$ cat config.mk
export PLATFORM = sky130hd
export DESIGN_NAME = piecewise_contrast_stretch
export DESIGN_NICKNAME = d
export VERILOG_FILES = /design/src/hw/rtl/pcs_pkg.sv /design/src/hw/rtl/pcs_front.sv /design/src/hw/rtl/pcs_queue.sv /design/src/hw/rtl/pcs_back.sv /design/src/hw/rtl/piecewise_contrast_stretch.sv
export SDC_FILE = /design/constraint.sdc
export NUM_CORES = 1
export LEC_CHECK = 0
export BUFFER_PORTS_ARGS = -buffer_cell sky130_fd_sc_hd__buf_2
export CAP_MARGIN = 5
export CELL_PAD_IN_SITES_DETAIL_PLACEMENT = 1
export CELL_PAD_IN_SITES_GLOBAL_PLACEMENT = 2
export CORE_MARGIN = 2
export CORE_UTILIZATION = 45
export CTS_CLUSTER_SIZE = 16
export DETAILED_ROUTE_END_ITERATION = 16
export PLACE_DENSITY_LB_ADDON = 0.1
export SLEW_MARGIN = 5
export SYNTH_ARGS = -nofsm -noshare
export SYNTH_HDL_FRONTEND = slang
export SYNTH_HIERARCHICAL = 1
export SYNTH_SLANG_ARGS = --single-unit
$ cat constraint.sdc
create_clock -name clk -period 9.86 [get_ports clk]
set_clock_uncertainty 0.05 [all_clocks]
set_input_delay 0 -clock clk [delete_from_list [all_inputs] [get_ports clk]]
set_output_delay 0 -clock clk [all_outputs]
set_load 0.01 [all_outputs]
$ cat src/hw/rtl/pcs_pkg.sv
`timescale 1ns / 1ps

package pcs_pkg;

	localparam int PIX_W = 8;
	localparam int CFG_IDX_W = 8;
	localparam int QUEUE_DEPTH = 4;
	localparam int QUEUE_PTR_W = $clog2(QUEUE_DEPTH);
	localparam int QUEUE_CNT_W = $clog2(QUEUE_DEPTH + 1);
	localparam int QUO_W = PIX_W;
	localparam int PROD_W = 2 * PIX_W;
	localparam int REM_W = PROD_W + 1;
	localparam int DEN_W = PIX_W + 1;

	localparam logic [PIX_W-1:0] FULL_SCALE = 8'd255;

	localparam logic [CFG_IDX_W-1:0] REG_IN_LOW = 8'd0;
	localparam logic [CFG_IDX_W-1:0] REG_IN_HIGH = 8'd1;
	localparam logic [CFG_IDX_W-1:0] REG_OUT_LOW = 8'd2;
	localparam logic [CFG_IDX_W-1:0] REG_OUT_HIGH = 8'd3;

	// Classified pixel: segment base, slope magnitude and sign, offset and span.
	typedef struct packed {
		logic [PIX_W-1:0] lo;
		logic             neg;
		logic [PIX_W-1:0] dm;
		logic [PIX_W-1:0] pa;
		logic [PIX_W-1:0] d;
	} item_t;

endpackage

$ cat src/hw/rtl/pcs_front.sv
`timescale 1ns / 1ps

module pcs_front (
	input  logic                            clk,
	input  logic                            arst_n,
	input  logic                            cfg_valid,
	output logic                            cfg_ready,
	input  logic [pcs_pkg::CFG_IDX_W-1:0]   cfg_index,
	input  logic [pcs_pkg::PIX_W-1:0]       cfg_data,
	input  logic                            s_tvalid,
	output logic                            s_tready,
	input  logic [pcs_pkg::PIX_W-1:0]       s_tdata,
	output logic                            push,
	output pcs_pkg::item_t                  push_item,
	input  logic                            queue_full
);
	import pcs_pkg::*;

	logic [PIX_W-1:0] in_low_q;
	logic [PIX_W-1:0] in_high_q;
	logic [PIX_W-1:0] out_low_q;
	logic [PIX_W-1:0] out_high_q;
	logic             item_v_q;
	item_t            item_q;
	item_t            cls;
	logic [PIX_W-1:0] hi;
	logic [PIX_W-1:0] a;
	logic             s_acc;

	assign cfg_ready = 1'b1;

	always_ff @(posedge clk or negedge arst_n) begin
		if (!arst_n) begin
			in_low_q <= '0;
			in_high_q <= FULL_SCALE;
			out_low_q <= '0;
			out_high_q <= FULL_SCALE;
		end else if (cfg_valid) begin
			unique case (cfg_index)
				REG_IN_LOW: in_low_q <= cfg_data;
				REG_IN_HIGH: in_high_q <= cfg_data;
				REG_OUT_LOW: out_low_q <= cfg_data;
				REG_OUT_HIGH: out_high_q <= cfg_data;
				default: ;
			endcase
		end
	end

	always_comb begin
		priority if (s_tdata < in_low_q) begin
			cls.lo = '0;
			hi = out_low_q;
			a = '0;
			cls.d = in_low_q;
		end else if (s_tdata <= in_high_q) begin
			cls.lo = out_low_q;
			hi = out_high_q;
			a = in_low_q;
			cls.d = in_high_q - in_low_q;
		end else begin
			cls.lo = out_high_q;
			hi = FULL_SCALE;
			a = in_high_q;
			cls.d = FULL_SCALE - in_high_q;
		end
		cls.neg = hi < cls.lo;
		cls.dm = cls.neg ? (cls.lo - hi) : (hi - cls.lo);
		cls.pa = s_tdata - a;
	end

	assign s_tready = !item_v_q || !queue_full;
	assign s_acc = s_tvalid && s_tready;
	assign push = item_v_q && !queue_full;
	assign push_item = item_q;

	always_ff @(posedge clk or negedge arst_n) begin
		if (!arst_n) begin
			item_v_q <= 1'b0;
		end else if (s_acc) begin
			item_v_q <= 1'b1;
		end else if (push) begin
			item_v_q <= 1'b0;
		end
	end

	always_ff @(posedge clk) begin
		if (s_acc) begin
			item_q <= cls;
		end
	end

endmodule

$ cat src/hw/rtl/pcs_queue.sv
`timescale 1ns / 1ps

module pcs_queue (
	input  logic           clk,
	input  logic           arst_n,
	input  logic           push,
	input  pcs_pkg::item_t push_item,
	output logic           full,
	input  logic           pop,
	output logic           empty,
	output pcs_pkg::item_t pop_item
);
	import pcs_pkg::*;

	item_t                  mem_q [QUEUE_DEPTH];
	logic [QUEUE_PTR_W-1:0] wr_ptr_q;
	logic [QUEUE_PTR_W-1:0] rd_ptr_q;
	logic [QUEUE_CNT_W-1:0] cnt_q;
	logic                   do_push;
	logic                   do_pop;

	assign full = cnt_q == QUEUE_CNT_W'(QUEUE_DEPTH);
	assign empty = cnt_q == '0;
	assign do_push = push && !full;
	assign do_pop = pop && !empty;
	assign pop_item = mem_q[rd_ptr_q];

	always_ff @(posedge clk or negedge arst_n) begin
		if (!arst_n) begin
			wr_ptr_q <= '0;
			rd_ptr_q <= '0;
			cnt_q <= '0;
		end else begin
			if (do_push) begin
				wr_ptr_q <= wr_ptr_q + 1'b1;
			end
			if (do_pop) begin
				rd_ptr_q <= rd_ptr_q + 1'b1;
			end
			unique case ({do_push, do_pop})
				2'b10: cnt_q <= cnt_q + 1'b1;
				2'b01: cnt_q <= cnt_q - 1'b1;
				default: ;
			endcase
		end
	end

	always_ff @(posedge clk) begin
		if (do_push) begin
			mem_q[wr_ptr_q] <= push_item;
		end
	end

endmodule

$ cat src/hw/rtl/pcs_back.sv
`timescale 1ns / 1ps

module pcs_back (
	input  logic                      clk,
	input  logic                      arst_n,
	input  logic                      queue_empty,
	input  pcs_pkg::item_t            pop_item,
	output logic                      pop,
	output logic                      m_tvalid,
	input  logic                      m_tready,
	output logic [pcs_pkg::PIX_W-1:0] m_tdata
);
	import pcs_pkg::*;

	typedef struct packed {
		logic [PIX_W-1:0]  lo;
		logic              neg;
		logic [PIX_W-1:0]  d;
		logic [PROD_W-1:0] m;
	} prod_t;

	typedef struct packed {
		logic [PIX_W-1:0] lo;
		logic             flat;
		logic             qneg;
		logic [REM_W-1:0] rem;
		logic [DEN_W-1:0] den;
		logic [QUO_W-1:0] quo;
	} div_t;

	logic             en;
	logic             prod_v_s1;
	prod_t            prod_s1;
	logic             div_v [QUO_W+1];
	div_t             div_s [QUO_W+1];
	div_t             prep;
	logic [REM_W-1:0] two_m;
	logic [REM_W-1:0] d_ext;
	logic             out_v_q;
	logic [PIX_W-1:0] out_q;
	div_t             last;

	// The whole back pipeline moves together whenever the output can take a word.
	assign en = !out_v_q || m_tready;
	assign pop = en && !queue_empty;

	always_ff @(posedge clk or negedge arst_n) begin
		if (!arst_n) begin
			prod_v_s1 <= 1'b0;
		end else if (en) begin
			prod_v_s1 <= !queue_empty;
		end
	end

	always_ff @(posedge clk) begin
		if (en) begin
			prod_s1.lo <= pop_item.lo;
			prod_s1.neg <= pop_item.neg;
			prod_s1.d <= pop_item.d;
			prod_s1.m <= pop_item.dm * pop_item.pa;
		end
	end

	// Numerator and denominator of floor((2n + d) / 2d), with the sign folded out.
	always_comb begin
		two_m = {prod_s1.m, 1'b0};
		d_ext = REM_W'(prod_s1.d);
		prep.lo = prod_s1.lo;
		prep.flat = prod_s1.d == '0;
		prep.den = {prod_s1.d, 1'b0};
		prep.quo = '0;
		if (!prod_s1.neg) begin
			prep.qneg = 1'b0;
			prep.rem = two_m + d_ext;
		end else if (two_m <= d_ext) begin
			prep.qneg = 1'b0;
			prep.rem = d_ext - two_m;
		end else begin
			prep.qneg = 1'b1;
			prep.rem = two_m + d_ext - 1'b1;
		end
	end

	always_ff @(posedge clk or negedge arst_n) begin
		if (!arst_n) begin
			div_v[0] <= 1'b0;
		end else if (en) begin
			div_v[0] <= prod_v_s1;
		end
	end

	always_ff @(posedge clk) begin
		if (en) begin
			div_s[0] <= prep;
		end
	end

	for (genvar i = 0; i < QUO_W; i++) begin : g_div
		localparam int B = QUO_W - 1 - i;
		logic [REM_W:0] trial;
		div_t           nxt;

		always_comb begin
			trial = {1'b0, div_s[i].rem} - ((REM_W + 1)'(div_s[i].den) << B);
			nxt = div_s[i];
			if (!trial[REM_W]) begin
				nxt.rem = trial[REM_W-1:0];
				nxt.quo[B] = 1'b1;
			end
		end

		always_ff @(posedge clk or negedge arst_n) begin
			if (!arst_n) begin
				div_v[i+1] <= 1'b0;
			end else if (en) begin
				div_v[i+1] <= div_v[i];
			end
		end

		always_ff @(posedge clk) begin
			if (en) begin
				div_s[i+1] <= nxt;
			end
		end
	end

	assign last = div_s[QUO_W];

	always_ff @(posedge clk or negedge arst_n) begin
		if (!arst_n) begin
			out_v_q <= 1'b0;
		end else if (en) begin
			out_v_q <= div_v[QUO_W];
		end
	end

	always_ff @(posedge clk) begin
		if (en) begin
			priority if (last.flat) begin
				out_q <= last.lo;
			end else if (last.qneg) begin
				out_q <= last.lo - last.quo;
			end else begin
				out_q <= last.lo + last.quo;
			end
		end
	end

	assign m_tvalid = out_v_q;
	assign m_tdata = out_q;

endmodule

$ cat src/hw/rtl/piecewise_contrast_stretch.sv
`timescale 1ns / 1ps
// Each accepted word passes the front register, the queue, the product, divider and output stages.
// Throughput: one pixel per cycle while m_tready holds, set by the fully pipelined one-bit-per-stage divider.
// A four-entry queue separates classification from the multiply and divide pipeline.
// Reset (arst_n low, asynchronous) empties all stages and the queue and restores the
// breakpoints to in_low 0, in_high 255, out_low 0, out_high 255.

module piecewise_contrast_stretch (
	input  logic                            clk,
	input  logic                            arst_n,
	input  logic                            cfg_valid,
	output logic                            cfg_ready,
	input  logic [pcs_pkg::CFG_IDX_W-1:0]   cfg_index,
	input  logic [pcs_pkg::PIX_W-1:0]       cfg_data,
	input  logic                            s_tvalid,
	output logic                            s_tready,
	input  logic [pcs_pkg::PIX_W-1:0]       s_tdata,  // [7:0] pixel_in
	output logic                            m_tvalid,
	input  logic                            m_tready,
	output logic [pcs_pkg::PIX_W-1:0]       m_tdata   // [7:0] pixel_out
);
	import pcs_pkg::*;

	logic  push;
	item_t push_item;
	logic  queue_full;
	logic  pop;
	logic  queue_empty;
	item_t pop_item;

	pcs_front u_front (
		.clk        (clk),
		.arst_n     (arst_n),
		.cfg_valid  (cfg_valid),
		.cfg_ready  (cfg_ready),
		.cfg_index  (cfg_index),
		.cfg_data   (cfg_data),
		.s_tvalid   (s_tvalid),
		.s_tready   (s_tready),
		.s_tdata    (s_tdata),
		.push       (push),
		.push_item  (push_item),
		.queue_full (queue_full)
	);

	pcs_queue u_queue (
		.clk       (clk),
		.arst_n    (arst_n),
		.push      (push),
		.push_item (push_item),
		.full      (queue_full),
		.pop       (pop),
		.empty     (queue_empty),
		.pop_item  (pop_item)
	);

	pcs_back u_back (
		.clk         (clk),
		.arst_n      (arst_n),
		.queue_empty (queue_empty),
		.pop_item    (pop_item),
		.pop         (pop),
		.m_tvalid    (m_tvalid),
		.m_tready    (m_tready),
		.m_tdata     (m_tdata)
	);

endmodule

==> results.md <==
* Clock buffer count from CTS at 66
* Top_reg_cell synth: edfxtp_1
* Post-cts gate resize count at 0
* Syn Inst Count at around 2100
* Die area at 65600 sq um
* Number of flops mapped to enable cells by yosys at between 500 and 600
* DR vias at about 17000
* Area post-placement at 29800 sq um
* Share of cells above drive strength 1 at between 10% and 20%
* Reg-to-reg endpoint: u_back/prod_s1[15]
* HP Class: in -> async
* Clock transition at path regs at 0.06 ns
* Starting Density at 45.4%
* Cell family contributing the most delay on the critical path: adder cells
* Die height at 256 um
* Worst slew pin tran at 0.989 ns
* Max Fclk at 168 MHz
* Setup crit end: u_back/prod_s1[15]
* H-tree depth at 3
* CP max stage delay at around 0.79 ns
* DP Wirelength at 42500 um
* Max stage delay cell, worst path: mux4_1
* Buf/Inv on CP at 3
* Gp weighted congestion at 0.789
* Mapped Nets at 2388
* Max-cap violations at 0
* Distinct cell type count after synthesis at 91
* RSZ-0062 raised after global routing: false
* Io pins at 40
* Max_slew headroom at 33.8%
* DRT antenna net count at 0
* Clock tree buffer depth at 3
* Outcome: finished clean
* Reg2reg setup slack at 3.91 ns
* Final setup viols at 0
* Vias in the first global route at 18129
* Post-synth top cells: edfxtp_1, inv_1, ha_1
* Final hold viol count at 0
* Pin count of the biggest net entering global routing at 169
* NumNets Final at 2507
* Period utilization at between 60 and 70%
* Average cell area after synthesis at 13.4 sq um
* Pre-CTS WS at 3.84 ns
* Diodes inserted at 0
* Initial DRC Count at ~910
* Gr usage total at 18.4%
* Area delta synth->final at 12.4%
* CP dominant cell by count: fa_1
* Gr ovfl total at 0
* Reg2reg path depth at 18
* Cell row count at 92
* Filler instances at 6343
* Synth area leader: edfxtp_1
* Final wirelength at 58900 um
* Hold_buf cts at 38
* First-pass GRT wire length at ~96000 um
* Seq/Total Area, Yosys at roughly three fifths
* Final WS setup at 3.91 ns
* Crit path cell chain: buf_4 -> mux4_1 -> and2_1 -> fa_1 -> fa_1 -> ha_1 -> inv_1 -> fa_1 -> inv_1 -> ha_1 -> nor2b_1 -> o21ai_0 -> a21boi_0 -> nor4_1 -> nor3_1 -> a211o_1 -> o31ai_1 -> xnor2_1
* Routed WL per cell at about 19 um
* Skew-Pair Late Insertion Delay at 0.58 ns
* Critical Path RT at between 10 and 15 ns
* Yosys warnings at 6
* Final Slew Violations at 0
* Setup Buffers After CTS at 0
* Finished Core Util at 51.1%
* CTS root buf: clkbuf_16
* Initial antenna violation count at 0
* Residual DRC at 0
* I/O Buffers at 38
* Crit Path Max Fanout at 35
* Synth area leaders: edfxtp_1, ha_1, fa_1, dfrtp_1, inv_1
* Design area at approximately 32000 sq um
* Critical Path Sink Type: flip-flop
* Core area at 63000 sq um
* Most frequent cell after synthesis: edfxtp_1
* Min Tclk post-route at 5.95 ns
* Post-synth top area share at between 50 and 60%
* Die X at 256 um
* Pre-antenna DRT Iters at 4
* Seq cells post-synth at 575
* CTS tree: done
* CP startpoint: u_queue/rd_ptr_q[0]
* Synthesized area at 28600 sq um
* Reg2reg start: u_queue/rd_ptr_q[0]
* Post-synth ARST share at roughly 8.9%
* Crit Path Category: reg -> reg
* Levels on crit path at 18
* Setup TNS Final at 0 ns
* DR vias/cell at 5.26
* Startpoint types: flip-flop
* Critical Path AT at 6.22 ns
* Clk sinks at 575
-- cells in the final DEF (no fill, tap or decap), types with 35 or more instances in the layout --
cell | netlist | routed
a21oi_1 | 97 | 97
and2_1 | 65 | 65
buf_2 | 13 | 38
clkbuf_16 | 0 | 69
dlygate4sd3_1 | 0 | 38
edfxtp_1 | 524 | 524
fa_1 | 51 | 51
ha_1 | 171 | 171
inv_1 | 210 | 209
mux2_2 | 47 | 47
nand2_1 | 134 | 134
nor2_1 | 112 | 112
nor2b_1 | 35 | 35
nor3_1 | 40 | 40
o21ai_0 | 109 | 108
xnor2_1 | 61 | 61
xor2_1 | 41 | 41
-- sequential cells by signal, indices dropped and copies added, names as in the netlist, 2 cells and up --
signal              count
u_back/div_v            9
u_back/prep             8
u_back/d_ext            8
u_back/m_tdata          8
u_front/out_low_q       8
u_back/prod_s1         17
u_front/push_item      33
u_queue/mem_q         132
u_queue/wr_ptr_q        2
u_front/out_high_q      8
u_queue/rd_ptr_q        2
u_back/div_s          318
u_queue/cnt_q           3
u_front/in_high_q       8
u_front/in_low_q        8
-- cell type report --
type	instances	area (sq um)	share of cell area [%]
flip-flops and latches	575	17000	53.0
multi-input cells	1308	10500	32.8
clock buffers	77	1770	5.49
well taps	846	1060	3.29
inverters	210	796	2.47
repair buffers	95	726	2.26
clock inverters	35	243	0.755
-- worst min-delay path, cell delays in order --
cell and delay [ns]:
dlygate4sd3_1 0.52, buf_2 0.09, buf_4 0.56
-- per-stage QoR --
stage,instances,hold WS [ns]
finish,3146,0.0287
CTS,3146,0.0243
global route,3146,0.0480
detailed placement,2996,0.126
global placement,2996,0.119
floorplan,2137,-0.346
-- worst min path at each step --
stage / from / end / slack, ns / depth (start not counted)
global placement: arst_n / u_front/in_low_q[0] / 0.12 / 2
floorplan: arst_n / u_back/div_v[0] / -0.35 / 0
detailed placement: arst_n / u_front/in_low_q[0] / 0.13 / 2
CTS: arst_n / u_front/in_low_q[0] / 0.02 / 3
finish: arst_n / u_front/in_low_q[3] / 0.03 / 3
global route: arst_n / u_front/in_low_q[0] / 0.05 / 3
-- kinds of logic after synthesis --
group	Yosys count	synth area share [%]
flip-flops	575	59.5
AND/OR/NAND/NOR	524	9.36
AO/OA/AOI/OAI	356	7.98
buffers and inverters	254	3.64
adder cells (fa/ha/maj)	222	11.0
multiplexers	103	5.32
XOR/XNOR	102	3.12
other	1	0.0131
-- per-layer routing --
layer,vias up,GRT usage (%),wire length (um)
li1,8004,-,-
met1,8249,20.8,23900
met2,174,34.5,31600
met3,116,2.86,1420
met4,0,6.90,2060
met5,-,0,0
Power is not shown: default switching activity piles up to over one toggle a cycle in this logic, so the estimate is an artifact.
